## src/rtl/core/text_console_glyph_emitter_unit_macros.svh

```systemverilog
// Assertion macros shared by the console emitter modules.
`ifndef TEXT_CONSOLE_GLYPH_EMITTER_UNIT_MACROS_SVH
`define TEXT_CONSOLE_GLYPH_EMITTER_UNIT_MACROS_SVH

// The consequent must hold in the same cycle as the antecedent.
`define TCGE_ASSERT_NOW(label, clk, rst_n, ante, cons) \
  label: assert property (@(posedge clk) disable iff (!rst_n) (ante) |-> (cons)) \
    else $error("tcge check failed");

// The consequent must hold in the cycle after the antecedent.
`define TCGE_ASSERT_NEXT(label, clk, rst_n, ante, cons) \
  label: assert property (@(posedge clk) disable iff (!rst_n) (ante) |=> (cons)) \
    else $error("tcge check failed");

`endif

```

## src/rtl/core/tcge_pkg.sv

```systemverilog
package tcge_pkg;

  // Fixed cell width and screen position limits.
  localparam int GLYPH_WIDTH = 8;
  localparam logic [12:0] POS_MAX = 13'd8191;

  // Special character codes.
  localparam logic [7:0] CODE_NUL = 8'd0;
  localparam logic [7:0] CODE_BS  = 8'd8;
  localparam logic [7:0] CODE_NL  = 8'd10;

  // Input functions.
  localparam logic FUNC_PUT  = 1'b0;
  localparam logic FUNC_LOAD = 1'b1;

  // Configuration register indexes.
  localparam logic [2:0] CFG_SCREEN_WIDTH  = 3'd0;
  localparam logic [2:0] CFG_SCREEN_HEIGHT = 3'd1;
  localparam logic [2:0] CFG_FORE_COLOR    = 3'd2;
  localparam logic [2:0] CFG_BACK_COLOR    = 3'd3;
  localparam logic [2:0] CFG_ERASE_COLOR   = 3'd4;

  // Configuration reset values.
  localparam logic [12:0] RST_SCREEN_WIDTH  = 13'd1024;
  localparam logic [12:0] RST_SCREEN_HEIGHT = 13'd768;
  localparam logic [31:0] RST_FORE_COLOR    = 32'hFFFF_FFFF;
  localparam logic [31:0] RST_BACK_COLOR    = 32'h0000_0000;
  localparam logic [31:0] RST_ERASE_COLOR   = 32'h0000_0000;

  // Result kinds.
  localparam logic [1:0] KIND_GLYPH  = 2'd0;
  localparam logic [1:0] KIND_ERASE  = 2'd1;
  localparam logic [1:0] KIND_SCREEN = 2'd2;

  // Span bit patterns.
  localparam logic [7:0] SPAN_FULL  = 8'hFF;
  localparam logic [7:0] SPAN_EMPTY = 8'h00;

  // Queue depth between the front and back parts.
  localparam int QUEUE_DEPTH = 2;

  // Operations handed from the front to the back.
  typedef enum logic [1:0] {
    OP_LOAD  = 2'd0,
    OP_ERASE = 2'd1,
    OP_GLYPH = 2'd2
  } op_t;

  // One command for the back part.
  typedef struct packed {
    op_t         op;
    logic        clear;
    logic        blank;
    logic [12:0] x;
    logic [12:0] y;
    logic [7:0]  code;
    logic [3:0]  ridx;
    logic [7:0]  pat;
  } cmd_t;

  // A command together with its valid flag.
  typedef struct packed {
    logic valid;
    cmd_t cmd;
  } cmd_word_t;

  // Colors used by the back part.
  typedef struct packed {
    logic [31:0] fore;
    logic [31:0] back;
    logic [31:0] erase;
  } colors_t;

endpackage

```

## src/rtl/core/tcge_front.sv

```systemverilog
module tcge_front #(
  parameter int GLYPH_ROWS  = 16,
  parameter int GLYPH_COUNT = 256
) (
  input  logic                clk,
  input  logic                rst_n,
  input  logic                in_valid,
  output logic                in_ready,
  input  logic                in_func,
  input  logic [7:0]          in_char_code,
  input  logic [3:0]          in_row_index,
  input  logic [7:0]          in_row_pattern,
  input  logic [12:0]         screen_width,
  input  logic [12:0]         screen_height,
  input  logic                q_full,
  output tcge_pkg::cmd_word_t push
);

  localparam logic [13:0] ROWS14 = 14'(GLYPH_ROWS);
  localparam logic [13:0] CELL14 = 14'(tcge_pkg::GLYPH_WIDTH);

  logic [12:0] cursor_col_r, cursor_col_nxt;
  logic [12:0] cursor_row_r, cursor_row_nxt;
  logic        accept;
  logic        load_ok;
  logic        blank;

  // Backspace path.
  logic        bs_wrap;
  logic [12:0] bs_col, bs_row, bs_x;

  // Printable path.
  logic [13:0] pr_right, pr_down, pr_bottom, pr_adv;
  logic        pr_wrap, pr_clear;
  logic [12:0] pr_col1, pr_row1, pr_col, pr_row, pr_col_new;

  // Saturate a 14-bit position sum to the cursor range.
  function automatic logic [12:0] sat_pos(input logic [13:0] v);
    logic [12:0] r;
    r = (v > 14'(tcge_pkg::POS_MAX)) ? tcge_pkg::POS_MAX : v[12:0];
    return r;
  endfunction

  assign in_ready = !q_full;
  assign accept   = in_valid && in_ready;
  assign load_ok  = (32'(in_row_index) < 32'(GLYPH_ROWS)) &&
                    (32'(in_char_code) < 32'(GLYPH_COUNT));
  assign blank    = (32'(in_char_code) >= 32'(GLYPH_COUNT));

  // Backspace steps back a cell, wrapping to the end of the previous line.
  always_comb begin
    bs_wrap = (cursor_col_r < 13'(tcge_pkg::GLYPH_WIDTH));
    bs_col  = bs_wrap ? screen_width : cursor_col_r;
    if (bs_wrap) begin
      bs_row = (cursor_row_r >= 13'(GLYPH_ROWS)) ? cursor_row_r - 13'(GLYPH_ROWS) : '0;
    end else begin
      bs_row = cursor_row_r;
    end
    bs_x = (bs_col >= 13'(tcge_pkg::GLYPH_WIDTH)) ?
           bs_col - 13'(tcge_pkg::GLYPH_WIDTH) : '0;
  end

  // Printable codes wrap at the right edge and home at the bottom edge.
  always_comb begin
    pr_right   = {1'b0, cursor_col_r} + CELL14;
    pr_wrap    = (pr_right > {1'b0, screen_width});
    pr_down    = {1'b0, cursor_row_r} + ROWS14;
    pr_col1    = pr_wrap ? '0 : cursor_col_r;
    pr_row1    = pr_wrap ? sat_pos(pr_down) : cursor_row_r;
    pr_bottom  = {1'b0, pr_row1} + ROWS14;
    pr_clear   = (pr_bottom > {1'b0, screen_height});
    pr_col     = pr_clear ? '0 : pr_col1;
    pr_row     = pr_clear ? '0 : pr_row1;
    pr_adv     = {1'b0, pr_col} + CELL14;
    pr_col_new = sat_pos(pr_adv);
  end

  // Classify the word and build the command for the back part.
  always_comb begin
    cursor_col_nxt = cursor_col_r;
    cursor_row_nxt = cursor_row_r;
    push.valid     = 1'b0;
    push.cmd.op    = tcge_pkg::OP_GLYPH;
    push.cmd.clear = 1'b0;
    push.cmd.blank = blank;
    push.cmd.x     = pr_col;
    push.cmd.y     = pr_row;
    push.cmd.code  = in_char_code;
    push.cmd.ridx  = in_row_index;
    push.cmd.pat   = in_row_pattern;
    if (accept) begin
      if (in_func == tcge_pkg::FUNC_LOAD) begin
        push.valid  = load_ok;
        push.cmd.op = tcge_pkg::OP_LOAD;
      end else begin
        case (in_char_code)
          tcge_pkg::CODE_NUL: begin
          end
          tcge_pkg::CODE_NL: begin
            cursor_col_nxt = '0;
            cursor_row_nxt = sat_pos({1'b0, cursor_row_r} + ROWS14);
          end
          tcge_pkg::CODE_BS: begin
            push.valid     = 1'b1;
            push.cmd.op    = tcge_pkg::OP_ERASE;
            push.cmd.x     = bs_x;
            push.cmd.y     = bs_row;
            cursor_col_nxt = bs_x;
            cursor_row_nxt = bs_row;
          end
          default: begin
            push.valid     = 1'b1;
            push.cmd.clear = pr_clear;
            cursor_col_nxt = pr_col_new;
            cursor_row_nxt = pr_row;
          end
        endcase
      end
    end
  end

  always_ff @(posedge clk) begin
    if (!rst_n) begin
      cursor_col_r <= '0;
      cursor_row_r <= '0;
    end else begin
      cursor_col_r <= cursor_col_nxt;
      cursor_row_r <= cursor_row_nxt;
    end
  end

endmodule

```

## config.mk

```make
export PLATFORM = sky130hd
export DESIGN_NAME = tcge_front
export DESIGN_NICKNAME = d
export VERILOG_FILES = /design/src/rtl/core/text_console_glyph_emitter_unit_macros.svh /design/src/rtl/core/tcge_pkg.sv /design/src/rtl/core/tcge_front.sv
export SDC_FILE = /design/constraint.sdc
export NUM_CORES = 1
export LEC_CHECK = 0
export CAP_MARGIN = 5
export CELL_PAD_IN_SITES_DETAIL_PLACEMENT = 0
export CELL_PAD_IN_SITES_GLOBAL_PLACEMENT = 1
export CORE_ASPECT_RATIO = 0.8
export CORE_UTILIZATION = 40
export CTS_CLUSTER_DIAMETER = 100
export CTS_CLUSTER_SIZE = 24
export DETAILED_ROUTE_END_ITERATION = 8
export DONT_BUFFER_PORTS = 1
export PLACE_DENSITY_LB_ADDON = 0.25
export SYNTH_ARGS = -nofsm -noshare
export SYNTH_HDL_FRONTEND = slang
export SYNTH_SLANG_ARGS = --single-unit
```

## constraint.sdc

```tcl
create_clock -name clk -period 11.35 [get_ports clk]
set_clock_uncertainty 0.15 [all_clocks]
set_input_delay 2.27 -clock clk [delete_from_list [all_inputs] [get_ports clk]]
set_output_delay 2.27 -clock clk [all_outputs]
set_load 0.02 [all_outputs]
```

==> results.json <==
{
  "outcome": "complete, no violations",
  "antenna_cells_inserted": 0,
  "slowest_stage": "or4_4",
  "die_x_um": 117,
  "fp.dieArea_mm2": 0.0110,
  "grt_max_degree": 36,
  "cts_resized": 0,
  "drv_slew": 0,
  "final_util_pct": 40.9,
  "cts_sinks": 26,
  "ys_ff_latch": 26,
  "final_nets": 651,
  "yosys_warnings": 0,
  "min_path_cells": 2,
  "worstHoldStart": "cursor_row_r[2]",
  "drc": 0,
  "syn_inst": 613,
  "dp_hpwl_um": 10600,
  "wire_per_inst_um": 20.4,
  "clk_path_buf_depth": 2,
  "drv_cap": 0,
  "fin_crit_ps": 9610,
  "syn_avg_cell_area_um2": 6.91,
  "regArea_um2": 520,
  "grt_pass1_wl_um": 22300,
  "wl_um": 14400,
  "r2r_slack_ps": 3780,
  "r2r_end": "cursor_col_r[5]",
  "vdd_drop_max_mv": 0.0415,
  "antenna_found_initial": 0,
  "crit_arrival_ps": 7190,
  "worstSetupPathType": "in2out",
  "layout-drive-gt1-share_pct": 6.02,
  "p_leak_nw": 1.69,
  "met2_usage_pct": 37.0,
  "fin_crit_sh_pct": 84.7,
  "dp.cells": 701,
  "setup_viol": 0,
  "rsz0062_at_grt": "no",
  "ys_seq_area_share_pct": 12.3,
  "drt_iter0_markers": 380,
  "numCtsBuffers": 3,
  "gp_congestion": 0.941,
  "start_util_pct": 41.2,
  "met3_usage_pct": 7.42,
  "fmax_mhz": 104,
  "crit_buf_inv": 2,
  "ant_nets": 0,
  "synthTopCellsByArea": "dfxtp_1 (12%), ha_1 (10%), a21oi_1 (6.5%)",
  "use_met1_pct": 40.0,
  "die_height_um": 94.1,
  "cts_setup_buffers": 0,
  "io_buffers": 0,
  "synth-async-reset-ratio_pct": 0,
  "synth_cell_types": 74,
  "min_to": "cursor_row_r[2]",
  "grt_usage_pct": 26.4,
  "synth_edf_count": 0,
  "p_per_area_mw_per_mm2": 77.5,
  "coreArea_mm2": 0.0103,
  "htreeDepth": 1,
  "via_per_inst": 6.33,
  "cp.required_ps": 8930,
  "cts_tree": "done",
  "synthFlopType": "dfxtp_1",
  "path_clk_slew_ps": 70,
  "syn_area_mm2": 0.00424,
  "vias": 4466,
  "end_kind": "output port",
  "slew_headroom_pct": 32.1,
  "setup_tns_ps": 0,
  "crit_path_start_kind": "primary input",
  "grt_pass1_vias": 4038,
  "io_pins": 103,
  "critical_path.top_delay_family": "compound AO/OA/AOI/OAI gates",
  "grt_busiest_layer": "met1",
  "worstMarginPinSlew_ps": 1020,
  "cts_hold_buf": 0,
  "firstDrtPassIters": 5,
  "path_max_fanout": 35,
  "clk-insertion-delay-late_ps": 270,
  "syn_to_final_growth_pct": -0.797,
  "synth_top_area_share_pct": 12.3,
  "synth_nets": 698,
  "final_cells": 705,
  "regToRegStartpoint": "cursor_col_r[4]",
  "hold_violations": 0,
  "cts_root_buf": "clkbuf_16",
  "row_count": 33,
  "hold_path.class": "reg2reg",
  "fill_cells": 1091,
  "yosysTopAreaCell": "dfxtp_1",
  "crit_chain": "inv_1 > ha_1 > nand3_1 > a21oi_1 > or4_4 > o21ai_1 > nand2_1 > a21oi_1 > ha_1 > nand3_1 > xor2_1 > ha_1 > nand3_1 > or2_2 > a31oi_1 > o21ai_0 > a221o_1 > o31a_1 > buf_4 > a32o_1 > a32o_1",
  "multi_input_area_mm2": 0.00317,
  "gr-total-overflow": 0,
  "slowest_delay_ps": 540,
  "rr_worst_depth": 30
}
## metrics by stage
| step | setup WS [ps] | area (um2) | hold slack, ps | total power, mW |
|---|---|---|---|---|
| global route | 1430 | 4200 | 471 | 0.344 |
| floorplan | 2150 | 4240 | 387 | 0.216 |
| detailed placement | 1790 | 4120 | 426 | 0.232 |
| finish | 1740 | 4200 | 438 | 0.326 |
| global placement | 1950 | 4120 | 417 | 0.232 |
| CTS | 1790 | 4200 | 433 | 0.324 |
## cell type report
class	instances	area share, %
Clock buffer	4	2.11
Tap cell	140	4.17
Timing Repair Buffer	12	2.14
Sequential cell	26	12.4
Multi-Input combinational cell	481	75.4
Inverter	42	3.75
## worst max-delay path by stage
stage                          start        to  slack [ps]  depth (start not counted)
floorplan            screen_width[9]  push[47]        2150                         22
global placement     screen_width[9]  push[47]        1950                         20
detailed placement  screen_width[11]  push[28]        1790                         20
CTS                 screen_width[11]  push[34]        1790                         21
global route        screen_width[11]  push[34]        1430                         21
finish              screen_width[11]  push[34]        1740                         21
## cells in the mapped netlist (5+ instances only)
cell	number
nor2b_1	5
a31oi_1	20
xnor2_1	19
xor2_1	14
ha_1	34
nand2b_1	7
a32o_1	5
dfxtp_1	26
inv_1	42
buf_6	5
nor4_1	6
o21ai_0	43
nor3_1	16
a22o_1	8
a211o_1	6
a21oi_1	55
and3_1	14
clkbuf_1	21
buf_2	9
nor2_1	45
a41oi_1	6
nand3_1	22
nand2_1	59
buf_4	27
and2_1	7
nand4_1	13
mux2i_1	6
## cell families (layout without fill, tap and decap cells)
group                      count (synthesis)  after routing  share of synthesized area, %
AOI/OAI and AO/OA                        190            190                          29.7
xor gates and xnor gates                  33             33                          6.82
adders and majority gates                 34             34                          10.0
buffers and inverters                    106             58                          13.0
DFF                                       26             26                          12.3
muxes                                      7              7                          1.68
other                                      1              1                        0.0885
and+or+nand+nor                          216            216                          26.4
## per-layer routing
| layer | vias to the layer above | part of all wire, % |
|---|---|---|
| met4 | 0 | 0.77 |
| li1 | 2111 | - |
| met2 | 231 | 41 |
| met1 | 2104 | 47 |
| met3 | 20 | 11 |
| met5 | - | 0 |
## state kept, by name (all words and copies together), names as in the netlist
register / cells
cursor_col_r: 13
cursor_row_r: 13
## report_power, final
part	total, mW	internal [mW]	switching (mW)
sequential	0.104	0.0942	0.00977
combinational	0.130	0.0459	0.0842
clock	0.0917	0.0542	0.0374
total	0.326	0.194	0.131
## worst register-to-register path, delay by kind of cell (launching register included)
family / cells / cell delay (ps)
XOR/XNOR: 2 / 370
flip-flops: 1 / 560
buffers and inverters: 1 / 260
AO/OA/AOI/OAI: 8 / 1560
adder cells (fa/ha/maj): 5 / 1460
AND/OR/NAND/NOR: 14 / 3100
## cell usage in the layout (no fill, tap or decap), types with 6 or more instances in the layout
cell type	count
a211o_1	6
a21oi_1	54
a22o_1	8
a31oi_1	20
a41oi_1	6
and2_1	7
and3_1	14
buf_4	12
dfxtp_1	26
ha_1	34
inv_1	42
mux2i_1	6
nand2_1	59
nand2b_1	7
nand3_1	22
nand4_1	13
nor2_1	45
nor3_1	16
nor4_1	6
o21ai_0	43
xnor2_1	19
xor2_1	14
No activity file was read; power rests on OpenSTA's default activity.
