[config.mk]
export PLATFORM = sky130hd
export DESIGN_NAME = tcge_queue
export DESIGN_NICKNAME = d
export VERILOG_FILES = /design/src/rtl/core/tcge_pkg.sv /design/src/rtl/core/tcge_queue.sv
export VERILOG_INCLUDE_DIRS = /design/src /design/src/rtl/core
export SDC_FILE = /design/constraint.sdc
export NUM_CORES = 1
export LEC_CHECK = 0
export BUFFER_PORTS_ARGS = -buffer_cell sky130_fd_sc_hd__buf_2
export CAP_MARGIN = 40
export CELL_PAD_IN_SITES_DETAIL_PLACEMENT = 1
export CELL_PAD_IN_SITES_GLOBAL_PLACEMENT = 1
export CORE_UTILIZATION = 35
export CTS_CLUSTER_SIZE = 40
export DETAILED_ROUTE_END_ITERATION = 12
export HOLD_SLACK_MARGIN = 0.03
export PLACE_DENSITY_LB_ADDON = 0.05
export RECOVER_POWER = 50
export SETUP_SLACK_MARGIN = 0.15
export SYNTH_ARGS = -nofsm -noshare
export SYNTH_HDL_FRONTEND = slang
export SYNTH_SLANG_ARGS = --single-unit
[constraint.sdc]
create_clock -name clk -period 3.7 [get_ports clk]
set_input_delay 0.185 -clock clk [delete_from_list [all_inputs] [get_ports clk]]
set_output_delay 0.185 -clock clk [all_outputs]
set_load 0.02 [all_outputs]
[src/rtl/core/text_console_glyph_emitter_unit_macros.svh]
// Assertion macros shared by the console emitter modules.
`ifndef TEXT_CONSOLE_GLYPH_EMITTER_UNIT_MACROS_SVH
`define TEXT_CONSOLE_GLYPH_EMITTER_UNIT_MACROS_SVH

// The consequent must hold in the same cycle as the antecedent.
`define TCGE_ASSERT_NOW(label, clk, rst_n, ante, cons) \
  label: assert property (@(posedge clk) disable iff (!rst_n) (ante) |-> (cons)) \
    else $error("tcge check failed");

// The consequent must hold in the cycle after the antecedent.
`define TCGE_ASSERT_NEXT(label, clk, rst_n, ante, cons) \
  label: assert property (@(posedge clk) disable iff (!rst_n) (ante) |=> (cons)) \
    else $error("tcge check failed");

`endif

[src/rtl/core/tcge_pkg.sv]
package tcge_pkg;

  // Fixed cell width and screen position limits.
  localparam int GLYPH_WIDTH = 8;
  localparam logic [12:0] POS_MAX = 13'd8191;

  // Special character codes.
  localparam logic [7:0] CODE_NUL = 8'd0;
  localparam logic [7:0] CODE_BS  = 8'd8;
  localparam logic [7:0] CODE_NL  = 8'd10;

  // Input functions.
  localparam logic FUNC_PUT  = 1'b0;
  localparam logic FUNC_LOAD = 1'b1;

  // Configuration register indexes.
  localparam logic [2:0] CFG_SCREEN_WIDTH  = 3'd0;
  localparam logic [2:0] CFG_SCREEN_HEIGHT = 3'd1;
  localparam logic [2:0] CFG_FORE_COLOR    = 3'd2;
  localparam logic [2:0] CFG_BACK_COLOR    = 3'd3;
  localparam logic [2:0] CFG_ERASE_COLOR   = 3'd4;

  // Configuration reset values.
  localparam logic [12:0] RST_SCREEN_WIDTH  = 13'd1024;
  localparam logic [12:0] RST_SCREEN_HEIGHT = 13'd768;
  localparam logic [31:0] RST_FORE_COLOR    = 32'hFFFF_FFFF;
  localparam logic [31:0] RST_BACK_COLOR    = 32'h0000_0000;
  localparam logic [31:0] RST_ERASE_COLOR   = 32'h0000_0000;

  // Result kinds.
  localparam logic [1:0] KIND_GLYPH  = 2'd0;
  localparam logic [1:0] KIND_ERASE  = 2'd1;
  localparam logic [1:0] KIND_SCREEN = 2'd2;

  // Span bit patterns.
  localparam logic [7:0] SPAN_FULL  = 8'hFF;
  localparam logic [7:0] SPAN_EMPTY = 8'h00;

  // Queue depth between the front and back parts.
  localparam int QUEUE_DEPTH = 2;

  // Operations handed from the front to the back.
  typedef enum logic [1:0] {
    OP_LOAD  = 2'd0,
    OP_ERASE = 2'd1,
    OP_GLYPH = 2'd2
  } op_t;

  // One command for the back part.
  typedef struct packed {
    op_t         op;
    logic        clear;
    logic        blank;
    logic [12:0] x;
    logic [12:0] y;
    logic [7:0]  code;
    logic [3:0]  ridx;
    logic [7:0]  pat;
  } cmd_t;

  // A command together with its valid flag.
  typedef struct packed {
    logic valid;
    cmd_t cmd;
  } cmd_word_t;

  // Colors used by the back part.
  typedef struct packed {
    logic [31:0] fore;
    logic [31:0] back;
    logic [31:0] erase;
  } colors_t;

endpackage

[src/rtl/core/tcge_queue.sv]
`include "text_console_glyph_emitter_unit_macros.svh"

module tcge_queue (
  input  logic               clk,
  input  logic               rst_n,
  input  tcge_pkg::cmd_word_t push,
  output logic               full,
  output tcge_pkg::cmd_word_t head,
  input  logic               pop
);

  localparam int PW = $clog2(tcge_pkg::QUEUE_DEPTH);
  localparam int CW = $clog2(tcge_pkg::QUEUE_DEPTH + 1);

  tcge_pkg::cmd_t entry_r [tcge_pkg::QUEUE_DEPTH];
  logic [PW-1:0] wr_ptr_r, wr_ptr_nxt;
  logic [PW-1:0] rd_ptr_r, rd_ptr_nxt;
  logic [CW-1:0] cnt_r, cnt_nxt;
  logic          do_pop;

  assign full       = (cnt_r == CW'(tcge_pkg::QUEUE_DEPTH));
  assign head.valid = (cnt_r != '0);
  assign head.cmd   = entry_r[rd_ptr_r];
  assign do_pop     = pop && head.valid;

  // Pointer and fill count update.
  always_comb begin
    wr_ptr_nxt = wr_ptr_r;
    rd_ptr_nxt = rd_ptr_r;
    cnt_nxt    = cnt_r;
    if (push.valid) begin
      wr_ptr_nxt = (wr_ptr_r == PW'(tcge_pkg::QUEUE_DEPTH - 1)) ? '0 : wr_ptr_r + 1'b1;
    end
    if (do_pop) begin
      rd_ptr_nxt = (rd_ptr_r == PW'(tcge_pkg::QUEUE_DEPTH - 1)) ? '0 : rd_ptr_r + 1'b1;
    end
    if (push.valid && !do_pop) begin
      cnt_nxt = cnt_r + 1'b1;
    end else if (!push.valid && do_pop) begin
      cnt_nxt = cnt_r - 1'b1;
    end
  end

  always_ff @(posedge clk) begin
    if (!rst_n) begin
      wr_ptr_r <= '0;
      rd_ptr_r <= '0;
      cnt_r    <= '0;
    end else begin
      wr_ptr_r <= wr_ptr_nxt;
      rd_ptr_r <= rd_ptr_nxt;
      cnt_r    <= cnt_nxt;
    end
  end

  // Entry storage.
  always_ff @(posedge clk) begin
    if (push.valid) begin
      entry_r[wr_ptr_r] <= push.cmd;
    end
  end

  // The front only pushes when there is room, and the back only pops a held word.
  `TCGE_ASSERT_NOW(a_no_push_full, clk, rst_n, push.valid, !full || do_pop)
  `TCGE_ASSERT_NOW(a_pop_held, clk, rst_n, pop, head.valid)

endmodule

==> results of run 1 <==
-- worst max path at each step --
stage | from | end | cells past startpoint
6_report | wr_ptr_r | entry_r[0][35] | 2
4_1_cts | register | head[1] | 4
2_1_floorplan | wr_ptr_r | entry_r[0][0] | 1
3_5_place_dp | wr_ptr_r | entry_r[1][14] | 2
5_1_grt | wr_ptr_r | entry_r[0][36] | 2
3_3_place_gp | register | head[44] | 3
-- cell families (layout without fill, tap and decap cells) --
family | count (synthesis) | after routing | synth area share, %
flops | 105 | 105 | 81.3
mux | 50 | 50 | 14.8
simple gates | 9 | 9 | 1.48
buf+inv | 6 | 177 | 0.754
compound gates | 4 | 4 | 0.656
xor+xnor | 3 | 3 | 0.689
fa+ha+maj | 1 | 1 | 0.328
-- routing by layer --
metal	vias to the layer above	global-route usage, %	share of wire (%)
li1	1025	-	-
met3	9	2.76	4.7
met1	1077	16.0	41
met4	0	5.95	1.7
met5	-	0	0
met2	63	24.3	52
-- registers in the layout (all words and copies together), names as in the netlist, named ones only --
| name | count |
|---|---|
| rd_ptr_r | 1 |
| entry_r | 100 |
| wr_ptr_r | 1 |
| cnt_r | 2 |
-- cells in the mapped netlist --
cell type and instances:
a21boi_1 1, and2_1 4, buf_2 5, clkbuf_1 1
dfxtp_1 5, edfxtp_1 100, ha_1 1, mux2_1 4
mux2_2 46, nor2b_1 3, o21a_1 1, o21ai_0 1
o21ai_1 1, or2_2 1, or3_1 1, xnor2_1 2
xor2_1 1
-- report_power, final --
group | internal [mW] | total [mW] | switching [mW]
clock network | 0.381 | 0.750 | 0.369
logic | 0.391 | 0.847 | 0.456
registers | 1.39 | 1.43 | 0.0445
-- cell type report --
class	count	area, sq um	share of cell area (%)
multi-input combinational	67	684	13.1
clock buffer	11	131	2.52
sequential	105	3100	59.6
tap	136	170	3.27
timing repair buffer	161	1040	19.9
clock inverter	5	80.1	1.54
-- timing repair --
item,4_1_cts,5_1_grt
hold endpoints to repair,100,0
setup buffers,0,0
hold buffers,50,0
-- metrics by stage --
step           setup WS [ps]  instances  utilization, %  area (sq um)  total power, mW
2_1_floorplan            673        178               -          3810             2.01
3_3_place_gp            1740        418            43.3          4530             2.27
3_5_place_dp            1900        419            43.5          4550             2.29
4_1_cts                 1630        485            50.3          5260             3.09
5_1_grt                 1420        485            49.8          5210             3.17
6_report                1640        485            49.8          5210             3.03
==> impl_results.html, run 1 <==
<table>
<tr><th>Metric</th><th>Value</th></tr>
<tr><th colspan="2">Status</th></tr>
<tr><td>Outcome</td><td>finished, final reports clean</td></tr>
<tr><th colspan="2">Timing</th></tr>
<tr><td>Final Hold Viols</td><td>0</td></tr>
<tr><td>Smallest hold slack</td><td>96.3 ps</td></tr>
<tr><td>Worst setup skew after layout</td><td>9.98 ps</td></tr>
<tr><td>Worst Tran Pin Value</td><td>~1200 ps</td></tr>
<tr><td>Final critical delay including setup and external delays</td><td>2060 ps</td></tr>
<tr><td>Max-slew violations</td><td>0</td></tr>
<tr><td>Worst slew margin relative to its limit</td><td>17.9%</td></tr>
<tr><td>Fmax</td><td>485 MHz</td></tr>
<tr><td>Sum of negative setup slack</td><td>0 ps</td></tr>
<tr><td>Final setup vio count</td><td>0</td></tr>
<tr><td>Period utilization</td><td>a little under three fifths</td></tr>
<tr><td>Setup repair after global routing missed its margin</td><td>no</td></tr>
<tr><th colspan="2">CTS</th></tr>
<tr><td>Number of resized instances in the post-cts repair step</td><td>0</td></tr>
<tr><td>Number of buffers created by CTS</td><td>9</td></tr>
<tr><td>Clock latency of the later-clocked register in the worst-skew pair</td><td>360 ps</td></tr>
<tr><td>Root Buffer Master</td><td>clkbuf_8</td></tr>
<tr><td>Buffer levels on the longest clock path</td><td>2</td></tr>
<tr><td>Clock transition at the register clock pins on the worst setup and hold paths after CTS</td><td>roughly 90 ps</td></tr>
<tr><td>Clock sink total</td><td>105</td></tr>
<tr><td>TritonCTS clock tree</td><td>done</td></tr>
<tr><td>Total number of H-tree levels</td><td>3</td></tr>
<tr><th colspan="2">Floorplanning</th></tr>
<tr><td>Horiz. Die Dim</td><td>106 um</td></tr>
<tr><td>Cell row count</td><td>37</td></tr>
<tr><td>Die Outline Area</td><td>11300 sq um</td></tr>
<tr><td>Floorplan die height</td><td>106 um</td></tr>
<tr><td>Placeable Area</td><td>10500 sq um</td></tr>
<tr><td>Starting density of the core</td><td>between 30 and 40%</td></tr>
<tr><td>Top-level I/O count</td><td>106</td></tr>
<tr><th colspan="2">Min path</th></tr>
<tr><td>Worst hold path class</td><td>input pin to register</td></tr>
<tr><td>Number of cells traversed by the worst hold path</td><td>2</td></tr>
<tr><td>Endpoint of the worst hold path</td><td>wr_ptr_r</td></tr>
<tr><td>Hold_sp</td><td>rst_n</td></tr>
<tr><th colspan="2">Worst setup path</th></tr>
<tr><td>Crit-path cells</td><td>nor2b_1 -&gt; clkbuf_1</td></tr>
<tr><td>Reg-to-reg slack, setup</td><td>1640 ps</td></tr>
<tr><td>Number of buffer and inverter stages on the critical path</td><td>1</td></tr>
<tr><td>Nature of the critical path startpoint</td><td>register</td></tr>
<tr><td>Destination of the worst register-to-register timing path</td><td>entry_r[0][35]</td></tr>
<tr><td>Endpoint class of the critical path</td><td>register</td></tr>
<tr><td>Arrival time worst endpoint</td><td>between 2000 and 2500 ps</td></tr>
<tr><td>Worst R2R Path Depth</td><td>2</td></tr>
<tr><td>Worst r2r src</td><td>wr_ptr_r</td></tr>
<tr><td>Max stage delay on crit path</td><td>around 960 ps</td></tr>
<tr><td>Peak fanout along the critical path</td><td>21</td></tr>
<tr><td>Largest delay contributor family on the critical path</td><td>buffers and inverters</td></tr>
<tr><td>Startpoint-to-endpoint class of the critical path</td><td>register to register</td></tr>
<tr><td>Standard cell with the maximum stage delay on the critical path</td><td>clkbuf_1</td></tr>
<tr><td>CP Data Required Time</td><td>roughly 3700 ps</td></tr>
<tr><th colspan="2">Placement</th></tr>
<tr><td>Count of buffers from port buffering</td><td>105</td></tr>
<tr><td>DPL Wire Length</td><td>4680 um</td></tr>
<tr><td>GPL Wtd Cong</td><td>about 0.64</td></tr>
<tr><th colspan="2">Detailed routing</th></tr>
<tr><td>Number of DRC violations after detailed routing</td><td>0</td></tr>
<tr><td>Number of vias per cell</td><td>4.48</td></tr>
<tr><td>Routed len/inst</td><td>15.1 um</td></tr>
<tr><td>Count of vias placed by the detailed router</td><td>approximately 2200</td></tr>
<tr><td>Number of DRC markers after the initial detailed-route iteration</td><td>57</td></tr>
<tr><td>Count of antenna-violating nets left after detailed routing</td><td>0</td></tr>
<tr><td>Final routed wirelength across all metal layers</td><td>7330 um</td></tr>
<tr><td>DRT Pass-1 Iters</td><td>4</td></tr>
<tr><th colspan="2">Yosys</th></tr>
<tr><td>Top cells by area in the synthesized netlist</td><td>edfxtp_1 79%, mux2_2 14%, dfxtp_1 2.6%</td></tr>
<tr><td>Sequential share of the synthesized area</td><td>around four fifths</td></tr>
<tr><td>Largest area contributor in the synthesized netlist</td><td>edfxtp_1</td></tr>
<tr><td>Netlist Area Pre-Place</td><td>3810 sq um</td></tr>
<tr><td>Count of different cell masters after synthesis</td><td>17</td></tr>
<tr><td>Synth Register Bits</td><td>105</td></tr>
<tr><td>Mean instance size in the synthesized netlist</td><td>21.4 sq um</td></tr>
<tr><td>Area share of the leading cell type in the synthesized netlist</td><td>78.7%</td></tr>
<tr><td>Net count after synthesis</td><td>233</td></tr>
<tr><td>Yosys warnings</td><td>0</td></tr>
<tr><td>Synthesized netlist cell count</td><td>roughly 180</td></tr>
<tr><th colspan="2">Final layout</th></tr>
<tr><td>Fraction of layout instances using a drive strength above 1</td><td>40.1%</td></tr>
<tr><td>Number of filler cells placed in the layout</td><td>1047</td></tr>
<tr><td>Most frequent cells in the layout</td><td>100 x edfxtp_1, 70 x buf_2, 50 x dlygate4sd3_1</td></tr>
<tr><td>Number of inserted diodes</td><td>0</td></tr>
<tr><td>Total number of nets in the final design</td><td>between 300 and 400</td></tr>
<tr><td>Leading cell type in the layout, fill and taps excluded</td><td>edfxtp_1</td></tr>
<tr><td>Layout overhead on the synthesized area</td><td>36.5%</td></tr>
<tr><th colspan="2">GRT</th></tr>
<tr><td>Global-route total usage across every layer</td><td>roughly 14%</td></tr>
<tr><td>Largest net degree at the start of global routing</td><td>31</td></tr>
<tr><td>Wire length of the first global-routing pass</td><td>11600 um</td></tr>
<tr><td>Initial antenna violation count</td><td>0</td></tr>
<tr><td>Total grt overflow</td><td>0</td></tr>
<tr><td>Via count of the first global-routing pass</td><td>~2400</td></tr>
<tr><th colspan="2">Flow run</th></tr>
<tr><td>Number of violations of the max-capacitance limit</td><td>0</td></tr>
<tr><th colspan="2">Pwr</th></tr>
<tr><td>Ratio of total power to cell area</td><td>581 nW/um^2</td></tr>
<tr><td>Worst ir drop on vdd</td><td>314 uV</td></tr>
<tr><td>LEAKAGE</td><td>1.87 nW</td></tr>
</table>
Note: power is estimated with default switching activity, not from simulation.
==> run 2: changes to the inputs <==
- clock period: 3.7 -> 1.8 ns (I/O delays scaled with it)
==> impl_results.html, run 2 (synthesis gave the netlist of run 1 again) <==
<table>
<tr><th>Metric</th><th>Value</th></tr>
<tr><th colspan="2">Pwr</th></tr>
<tr><td>P_int</td><td>4.15 mW (+92%)</td></tr>
<tr><td>Ratio of total power to cell area</td><td>1150 nW/um^2 (+97%)</td></tr>
<tr><td>Share of total power in combinational logic</td><td>29.9% (+1.9 points)</td></tr>
<tr><td>Switching part of the total</td><td>30.2% (+1.5 points)</td></tr>
<tr><td>Reg power frac</td><td>49.1% (+1.9 points)</td></tr>
<tr><td>Overall Power</td><td>5.94 mW (+96%)</td></tr>
<tr><td>LEAKAGE</td><td>1.87 nW (about the same)</td></tr>
<tr><td>Net switching power</td><td>1.79 mW (+110%)</td></tr>
<tr><td>Clock power frac</td><td>21.0% (-3.8 points)</td></tr>
<tr><td>Worst ir drop on vdd</td><td>620 uV (+97%)</td></tr>
<tr><th colspan="2">Worst setup path</th></tr>
<tr><td>Nature of the critical path startpoint</td><td>register</td></tr>
<tr><td>Standard cell with the maximum stage delay on the critical path</td><td>dfxtp_2</td></tr>
<tr><td>Number of buffer and inverter stages on the critical path</td><td>2 (+1)</td></tr>
<tr><td>CP Data Required Time</td><td>1710 ps (-1960 ps)</td></tr>
<tr><td>Worst r2r src</td><td>cnt_r[0]</td></tr>
<tr><td>Destination of the worst register-to-register timing path</td><td>cnt_r[1]</td></tr>
<tr><td>Largest delay contributor family on the critical path</td><td>buffers and inverters</td></tr>
<tr><td>Reg-to-reg slack, setup</td><td>240 ps (-1400 ps)</td></tr>
<tr><td>Worst R2R Path Depth</td><td>4 (+2)</td></tr>
<tr><td>Endpoint class of the critical path</td><td>output port</td></tr>
<tr><td>Arrival time worst endpoint</td><td>1470 ps (-560 ps)</td></tr>
<tr><td>Peak fanout along the critical path</td><td>20 (-4.8%)</td></tr>
<tr><td>Startpoint-to-endpoint class of the critical path</td><td>register to output port</td></tr>
<tr><td>Max stage delay on crit path</td><td>370 ps (-590 ps)</td></tr>
<tr><td>Crit-path cells</td><td>buf_6 -&gt; mux2_2 -&gt; buf_2</td></tr>
<tr><th colspan="2">Final layout</th></tr>
<tr><td>Most frequent cells in the layout</td><td>100 x edfxtp_1, 74 x buf_2, 51 x dlygate4sd3_1</td></tr>
<tr><td>Post-route cell area</td><td>5180 sq um (-0.50%)</td></tr>
<tr><td>Fraction of layout instances using a drive strength above 1</td><td>42.0% (+1.8 points)</td></tr>
<tr><td>Register Area</td><td>3100 sq um (unchanged)</td></tr>
<tr><td>Leading cell type in the layout, fill and taps excluded</td><td>edfxtp_1</td></tr>
<tr><td>Biggest registers after layout</td><td>entry_r: 100 flops, cnt_r: 2 flops</td></tr>
<tr><td>Total area of multi-input combinational cells</td><td>692 sq um (+1.1%)</td></tr>
<tr><td>Number of filler cells placed in the layout</td><td>1059 (+1.1%)</td></tr>
<tr><td>Flip-flop count of the largest register, all copies and words added</td><td>100 (unchanged)</td></tr>
<tr><td>Most flop-heavy register</td><td>entry_r</td></tr>
<tr><td>Total number of nets in the final design</td><td>400 (+0.25%)</td></tr>
<tr><td>Number of inserted diodes</td><td>0 (unchanged)</td></tr>
<tr><td>Layout overhead on the synthesized area</td><td>35.8%</td></tr>
<tr><th colspan="2">Detailed routing</th></tr>
<tr><td>Number of DRC markers after the initial detailed-route iteration</td><td>47 (-18%)</td></tr>
<tr><td>Number of vias per cell</td><td>4.45 (-0.76%)</td></tr>
<tr><td>DRT Pass-1 Iters</td><td>4 (unchanged)</td></tr>
<tr><td>Count of antenna-violating nets left after detailed routing</td><td>0 (unchanged)</td></tr>
<tr><td>Final routed wirelength across all metal layers</td><td>7260 um (-0.89%)</td></tr>
<tr><td>Number of DRC violations after detailed routing</td><td>0 (unchanged)</td></tr>
<tr><td>Count of vias placed by the detailed router</td><td>2153 (-0.97%)</td></tr>
<tr><td>Routed len/inst</td><td>15.0 um (-0.68%)</td></tr>
<tr><th colspan="2">Timing</th></tr>
<tr><td>Worst Tran Pin Value</td><td>770 ps (-462 ps)</td></tr>
<tr><td>Fmax</td><td>640 MHz</td></tr>
<tr><td>Final Hold Viols</td><td>0 (unchanged)</td></tr>
<tr><td>Worst slew margin relative to its limit</td><td>48.6% (+31 points)</td></tr>
<tr><td>Final critical delay including setup and external delays</td><td>about 1600 ps</td></tr>
<tr><td>Setup repair after global routing missed its margin</td><td>no</td></tr>
<tr><td>Sum of negative setup slack</td><td>0 ps (unchanged)</td></tr>
<tr><td>Final setup vio count</td><td>0 (unchanged)</td></tr>
<tr><td>Worst setup skew after layout</td><td>9.48 ps (-0.503 ps)</td></tr>
<tr><td>Max-slew violations</td><td>0 (unchanged)</td></tr>
<tr><td>Period utilization</td><td>~87%</td></tr>
<tr><th colspan="2">GRT</th></tr>
<tr><td>Initial antenna violation count</td><td>0 (unchanged)</td></tr>
<tr><td>Total grt overflow</td><td>0 (unchanged)</td></tr>
<tr><td>Largest net degree at the start of global routing</td><td>31 (unchanged)</td></tr>
<tr><td>Wire length of the first global-routing pass</td><td>11400 um (-2.4%)</td></tr>
<tr><td>Via count of the first global-routing pass</td><td>2294 (-3.3%)</td></tr>
<tr><td>Global-route total usage across every layer</td><td>13.4% (-0.29 points)</td></tr>
<tr><th colspan="2">Floorplanning</th></tr>
<tr><td>Floorplan die height</td><td>106 um (unchanged)</td></tr>
<tr><td>Placeable Area</td><td>10500 sq um (unchanged)</td></tr>
<tr><td>Horiz. Die Dim</td><td>106 um (unchanged)</td></tr>
<tr><td>Starting density of the core</td><td>36.5% (unchanged)</td></tr>
<tr><td>Top-level I/O count</td><td>106 (unchanged)</td></tr>
<tr><td>Die Outline Area</td><td>11300 sq um (unchanged)</td></tr>
<tr><td>Cell row count</td><td>37 (unchanged)</td></tr>
<tr><th colspan="2">CTS</th></tr>
<tr><td>Clock transition at the register clock pins on the worst setup and hold paths after CTS</td><td>90 ps (about the same)</td></tr>
<tr><td>TritonCTS clock tree</td><td>done</td></tr>
<tr><td># Post-CTS Setup Buffers</td><td>0 (unchanged)</td></tr>
<tr><td>Clock latency of the later-clocked register in the worst-skew pair</td><td>350 ps (about the same)</td></tr>
<tr><td>Total number of H-tree levels</td><td>3 (unchanged)</td></tr>
<tr><td>Buffer levels on the longest clock path</td><td>2 (unchanged)</td></tr>
<tr><td>Number of buffers created by CTS</td><td>9 (unchanged)</td></tr>
<tr><td>Clock sink total</td><td>105 (unchanged)</td></tr>
<tr><td>Root Buffer Master</td><td>clkbuf_8</td></tr>
<tr><th colspan="2">Placement</th></tr>
<tr><td>Standard cell area after detailed placement</td><td>4550 sq um (unchanged)</td></tr>
<tr><td>DPL Wire Length</td><td>4480 um (-4.2%)</td></tr>
<tr><td>Count of buffers from port buffering</td><td>105 (unchanged)</td></tr>
<tr><td>GPL Wtd Cong</td><td>0.658 (+2.3%)</td></tr>
<tr><th colspan="2">Min path</th></tr>
<tr><td>Hold_sp</td><td>push[50]</td></tr>
<tr><td>Endpoint of the worst hold path</td><td>wr_ptr_r</td></tr>
<tr><td>Number of cells traversed by the worst hold path</td><td>3 (+1)</td></tr>
<tr><td>Worst hold path class</td><td>input pin to register</td></tr>
<tr><th colspan="2">Flow run</th></tr>
<tr><td>Number of violations of the max-capacitance limit</td><td>0 (unchanged)</td></tr>
<tr><th colspan="2">Status</th></tr>
<tr><td>Outcome</td><td>finished, final reports clean</td></tr>
</table>
run 2: worst register-to-register path, delay by kind of cell (launching register included):
| family | cells | cell delay [ps] |
|---|---|---|
| compound gates | 2 | 450 |
| fa+ha+maj | 1 | 330 |
| flops | 1 | 370 |
| simple gates | 1 | 350 |
run 2: how the worst max path moves through the flow:
stage	slack, ps	to	startpoint	cells after the start
floorplan	300	entry_r[0][0]	wr_ptr_r	1
global placement	430	cnt_r[1]	cnt_r[0]	4
detailed placement	370	cnt_r[1]	cnt_r[0]	4
CTS	190	head[12]	register	3
global route	150	head[16]	register	3
finish	240	head[12]	register	3
run 2: through the flow:
step	std cells	hold WS (ps)	utilization [%]	setup slack (ps)
floorplan	178	189	-	295
global placement	419	278	43.5	430
detailed placement	419	282	43.5	369
CTS	484	95.7	49.9	189
global route	484	124	49.5	151
finish	484	116	49.5	237
run 2: area by class of cell:
| type | instances | share of cell area, % |
|---|---|---|
| Tap cell | 136 | 3.28 |
| Clock inverter | 4 | 0.604 |
| Clock buffer | 10 | 2.46 |
| Timing Repair Buffer | 162 | 20.4 |
| Sequential cell | 105 | 59.9 |
| Multi-Input combinational cell | 67 | 13.4 |
run 2: timing repair:
| action | in CTS | in global routing |
|---|---|---|
| endpoints found under the setup margin | 19 | 0 |
| endpoints found under the hold margin | 105 | 0 |
| resized for setup | 1 | 0 |
| hold buffers | 51 | 0 |
run 2: power by group through the flow:
stage          combinational, mW  clock [mW]  sequential, mW
6_report                    1.78        1.25            2.92
5_1_grt                     1.91        1.39            2.93
4_1_cts                     1.83        1.31            2.92
3_5_place_dp                1.73           0            2.97
3_3_place_gp                1.73           0            2.96
2_1_floorplan               1.19           0            2.95
run 2: routing by layer:
| metal | GRT usage (%) | share of wire (%) | routed length [um] |
|---|---|---|---|
| met2 | 23.5 | 52 | 3760 |
| met3 | 3.13 | 4.7 | 342 |
| met5 | 0 | 0 | 0 |
| met4 | 5.65 | 1.1 | 77 |
| met1 | 15.7 | 42 | 3080 |
==> run 3: changes to the inputs <==
- CORE_UTILIZATION: 35 -> 30
- RECOVER_POWER: 50 -> 100
==> impl_results.html, run 3 (synthesis gave the netlist of run 1 again) <==
<table>
<tr><th>Metric</th><th>Value</th></tr>
<tr><th colspan="2">Final layout</th></tr>
<tr><td>Fraction of layout instances using a drive strength above 1</td><td>32.4% (-9.6 points)</td></tr>
<tr><td>Leading cell type in the layout, fill and taps excluded</td><td>edfxtp_1</td></tr>
<tr><td>Total number of nets in the final design</td><td>400 (unchanged)</td></tr>
<tr><td>Biggest registers after layout</td><td>entry_r: 100 flops, cnt_r: 2 flops</td></tr>
<tr><td>Number of inserted diodes</td><td>0 (unchanged)</td></tr>
<tr><td>Layout overhead on the synthesized area</td><td>38.7%</td></tr>
<tr><td>Most frequent cells in the layout</td><td>100 x edfxtp_1, 61 x clkbuf_1, 51 x dlygate4sd3_1</td></tr>
<tr><td>Flip-flop count of the largest register, all copies and words added</td><td>100 (unchanged)</td></tr>
<tr><td>Most flop-heavy register</td><td>entry_r</td></tr>
<tr><th colspan="2">Floorplanning</th></tr>
<tr><td>Cell row count</td><td>40 (+8.1%)</td></tr>
<tr><td>Placeable Area</td><td>12200 sq um (+17%)</td></tr>
<tr><td>Starting density of the core</td><td>31.2% (-5.2 points)</td></tr>
<tr><td>Top-level I/O count</td><td>106 (unchanged)</td></tr>
<tr><td>Die Outline Area</td><td>13200 sq um (+16%)</td></tr>
<tr><td>Horiz. Die Dim</td><td>115 um (+7.9%)</td></tr>
<tr><td>Floorplan die height</td><td>115 um (+7.9%)</td></tr>
<tr><th colspan="2">Timing</th></tr>
<tr><td>Setup repair after global routing missed its margin</td><td>no</td></tr>
<tr><td>Worst Tran Pin Value</td><td>900 ps (+130 ps)</td></tr>
<tr><td>Worst slew margin relative to its limit</td><td>40.0% (-8.6 points)</td></tr>
<tr><td>Final Hold Viols</td><td>0 (unchanged)</td></tr>
<tr><td>Period utilization</td><td>90.1% (+3.3 points)</td></tr>
<tr><td>Final setup vio count</td><td>0 (unchanged)</td></tr>
<tr><td>Worst setup skew after layout</td><td>5.54 ps (-3.94 ps)</td></tr>
<tr><td>Min setup slack post-route</td><td>177 ps (-59.4 ps)</td></tr>
<tr><td>Fmax</td><td>616 MHz (-3.7%)</td></tr>
<tr><td>Final critical delay including setup and external delays</td><td>1620 ps (+59.4 ps)</td></tr>
<tr><td>Max-slew violations</td><td>0 (unchanged)</td></tr>
<tr><td>Sum of negative setup slack</td><td>0 ps (unchanged)</td></tr>
<tr><th colspan="2">Detailed routing</th></tr>
<tr><td>Number of DRC violations after detailed routing</td><td>0 (unchanged)</td></tr>
<tr><td>Final routed wirelength across all metal layers</td><td>7570 um (+4.2%)</td></tr>
<tr><td>Count of vias placed by the detailed router</td><td>2169 (+0.74%)</td></tr>
<tr><td>Routed len/inst</td><td>14.6 um (-2.4%)</td></tr>
<tr><td>Number of vias per cell</td><td>4.20 (-5.7%)</td></tr>
<tr><td>DRT Pass-1 Iters</td><td>4 (unchanged)</td></tr>
<tr><td>Number of DRC markers after the initial detailed-route iteration</td><td>67 (+43%)</td></tr>
<tr><td>Count of antenna-violating nets left after detailed routing</td><td>0 (unchanged)</td></tr>
<tr><th colspan="2">CTS</th></tr>
<tr><td>Clock transition at the register clock pins on the worst setup and hold paths after CTS</td><td>60 ps (-30 ps)</td></tr>
<tr><td>Number of buffers created by CTS</td><td>9 (unchanged)</td></tr>
<tr><td>Buffer levels on the longest clock path</td><td>2 (unchanged)</td></tr>
<tr><td>Total number of H-tree levels</td><td>3 (unchanged)</td></tr>
<tr><td>Clock sink total</td><td>105 (unchanged)</td></tr>
<tr><td>TritonCTS clock tree</td><td>done</td></tr>
<tr><td>Root Buffer Master</td><td>clkbuf_16</td></tr>
<tr><td>Clock latency of the later-clocked register in the worst-skew pair</td><td>340 ps (about the same)</td></tr>
<tr><th colspan="2">Worst setup path</th></tr>
<tr><td>Arrival time worst endpoint</td><td>1530 ps (+60 ps)</td></tr>
<tr><td>Peak fanout along the critical path</td><td>28 (+40%)</td></tr>
<tr><td>Worst r2r src</td><td>wr_ptr_r</td></tr>
<tr><td>CP Data Required Time</td><td>1710 ps (about the same)</td></tr>
<tr><td>Startpoint-to-endpoint class of the critical path</td><td>register to output port</td></tr>
<tr><td>Endpoint class of the critical path</td><td>output port</td></tr>
<tr><td>Nature of the critical path startpoint</td><td>register</td></tr>
<tr><th colspan="2">GRT</th></tr>
<tr><td>Global-route total usage across every layer</td><td>12.4% (-1.0 points)</td></tr>
<tr><td>Initial antenna violation count</td><td>0 (unchanged)</td></tr>
<tr><td>Total grt overflow</td><td>0 (unchanged)</td></tr>
<tr><td>Largest net degree at the start of global routing</td><td>32 (+3.2%)</td></tr>
<tr><td>Wire length of the first global-routing pass</td><td>11700 um (+2.9%)</td></tr>
<tr><td>Via count of the first global-routing pass</td><td>2404 (+4.8%)</td></tr>
<tr><th colspan="2">Placement</th></tr>
<tr><td>Worst slack, placed</td><td>381 ps (+12.8 ps)</td></tr>
<tr><td>Count of buffers from port buffering</td><td>105 (unchanged)</td></tr>
<tr><td>GPL Wtd Cong</td><td>0.624 (-5.2%)</td></tr>
<tr><td>DPL Wire Length</td><td>4600 um (+2.8%)</td></tr>
<tr><th colspan="2">Flow run</th></tr>
<tr><td>Number of violations of the max-capacitance limit</td><td>0 (unchanged)</td></tr>
<tr><th colspan="2">Pwr</th></tr>
<tr><td>LEAKAGE</td><td>1.85 nW (-1.3%)</td></tr>
<tr><td>Overall Power</td><td>6.49 mW (+9.2%)</td></tr>
<tr><td>Ratio of total power to cell area</td><td>1230 nW/um^2 (+7.0%)</td></tr>
<tr><td>Worst ir drop on vdd</td><td>465 uV (-25%)</td></tr>
<tr><th colspan="2">Min path</th></tr>
<tr><td>Hold_sp</td><td>push[50]</td></tr>
<tr><td>Worst hold path class</td><td>input pin to register</td></tr>
<tr><th colspan="2">Status</th></tr>
<tr><td>Outcome</td><td>finished, final reports clean</td></tr>
</table>
run 3: per-layer routing:
layer | global-route usage [%] | routed length [um] | up-vias
li1 | - | - | 1031
met1 | 13.3 | 3060 | 1057
met2 | 21.1 | 3840 | 68
met3 | 4.38 | 495 | 13
met4 | 7.27 | 175 | 0
met5 | 0 | 0 | -
run 3: power by group:
group          internal [mW]  total [mW]  switching, mW
Sequential              2.85        2.92         0.0625
Clock                   1.06        1.86          0.803
Combinational          0.728        1.72          0.988
Total                   4.64        6.49           1.85
run 3: final cells by class:
type,instances,area [sq um]
flip-flops and latches,105,3100
fillers,1273,6920
multi-input cells,67,692
clock inverters,5,47.5
clock buffers,10,229
repair buffers,162,1010
well taps,168,210
run 3: metrics by stage:
stage | util (%) | cells | cell area [sq um] | hold slack [ps]
6_report | 43.3 | 517 | 5290 | 120
5_1_grt | 43.3 | 517 | 5290 | 125
4_1_cts | 44.3 | 517 | 5410 | 108
3_5_place_dp | 37.8 | 451 | 4610 | 281
3_3_place_gp | 37.8 | 451 | 4610 | 277
2_1_floorplan | - | 178 | 3820 | 189
run 3: worst max-delay path, stage by stage (launching register included):
cell,delay (ps)
dfxtp_2,350
buf_6,280
mux2_2,380
clkbuf_1,170
run 3: final timing paths:
| kind | cells past startpoint | to | slack [ps] |
|---|---|---|---|
| min reg2reg | 2 | cnt_r[1] | 520 |
| max reg2reg | 2 | entry_r[1][16] | 240 |
| max | 3 | head[43] | 180 |
| min | 3 | wr_ptr_r | 120 |
run 3: what timing repair did:
action | CTS | global route
setup endpoints to repair | 22 | 9
hold buffers | 51 | 0
setup buffers | 0 | 0
endpoints found under the hold margin | 105 | 0
gates resized for setup | 1 | 1
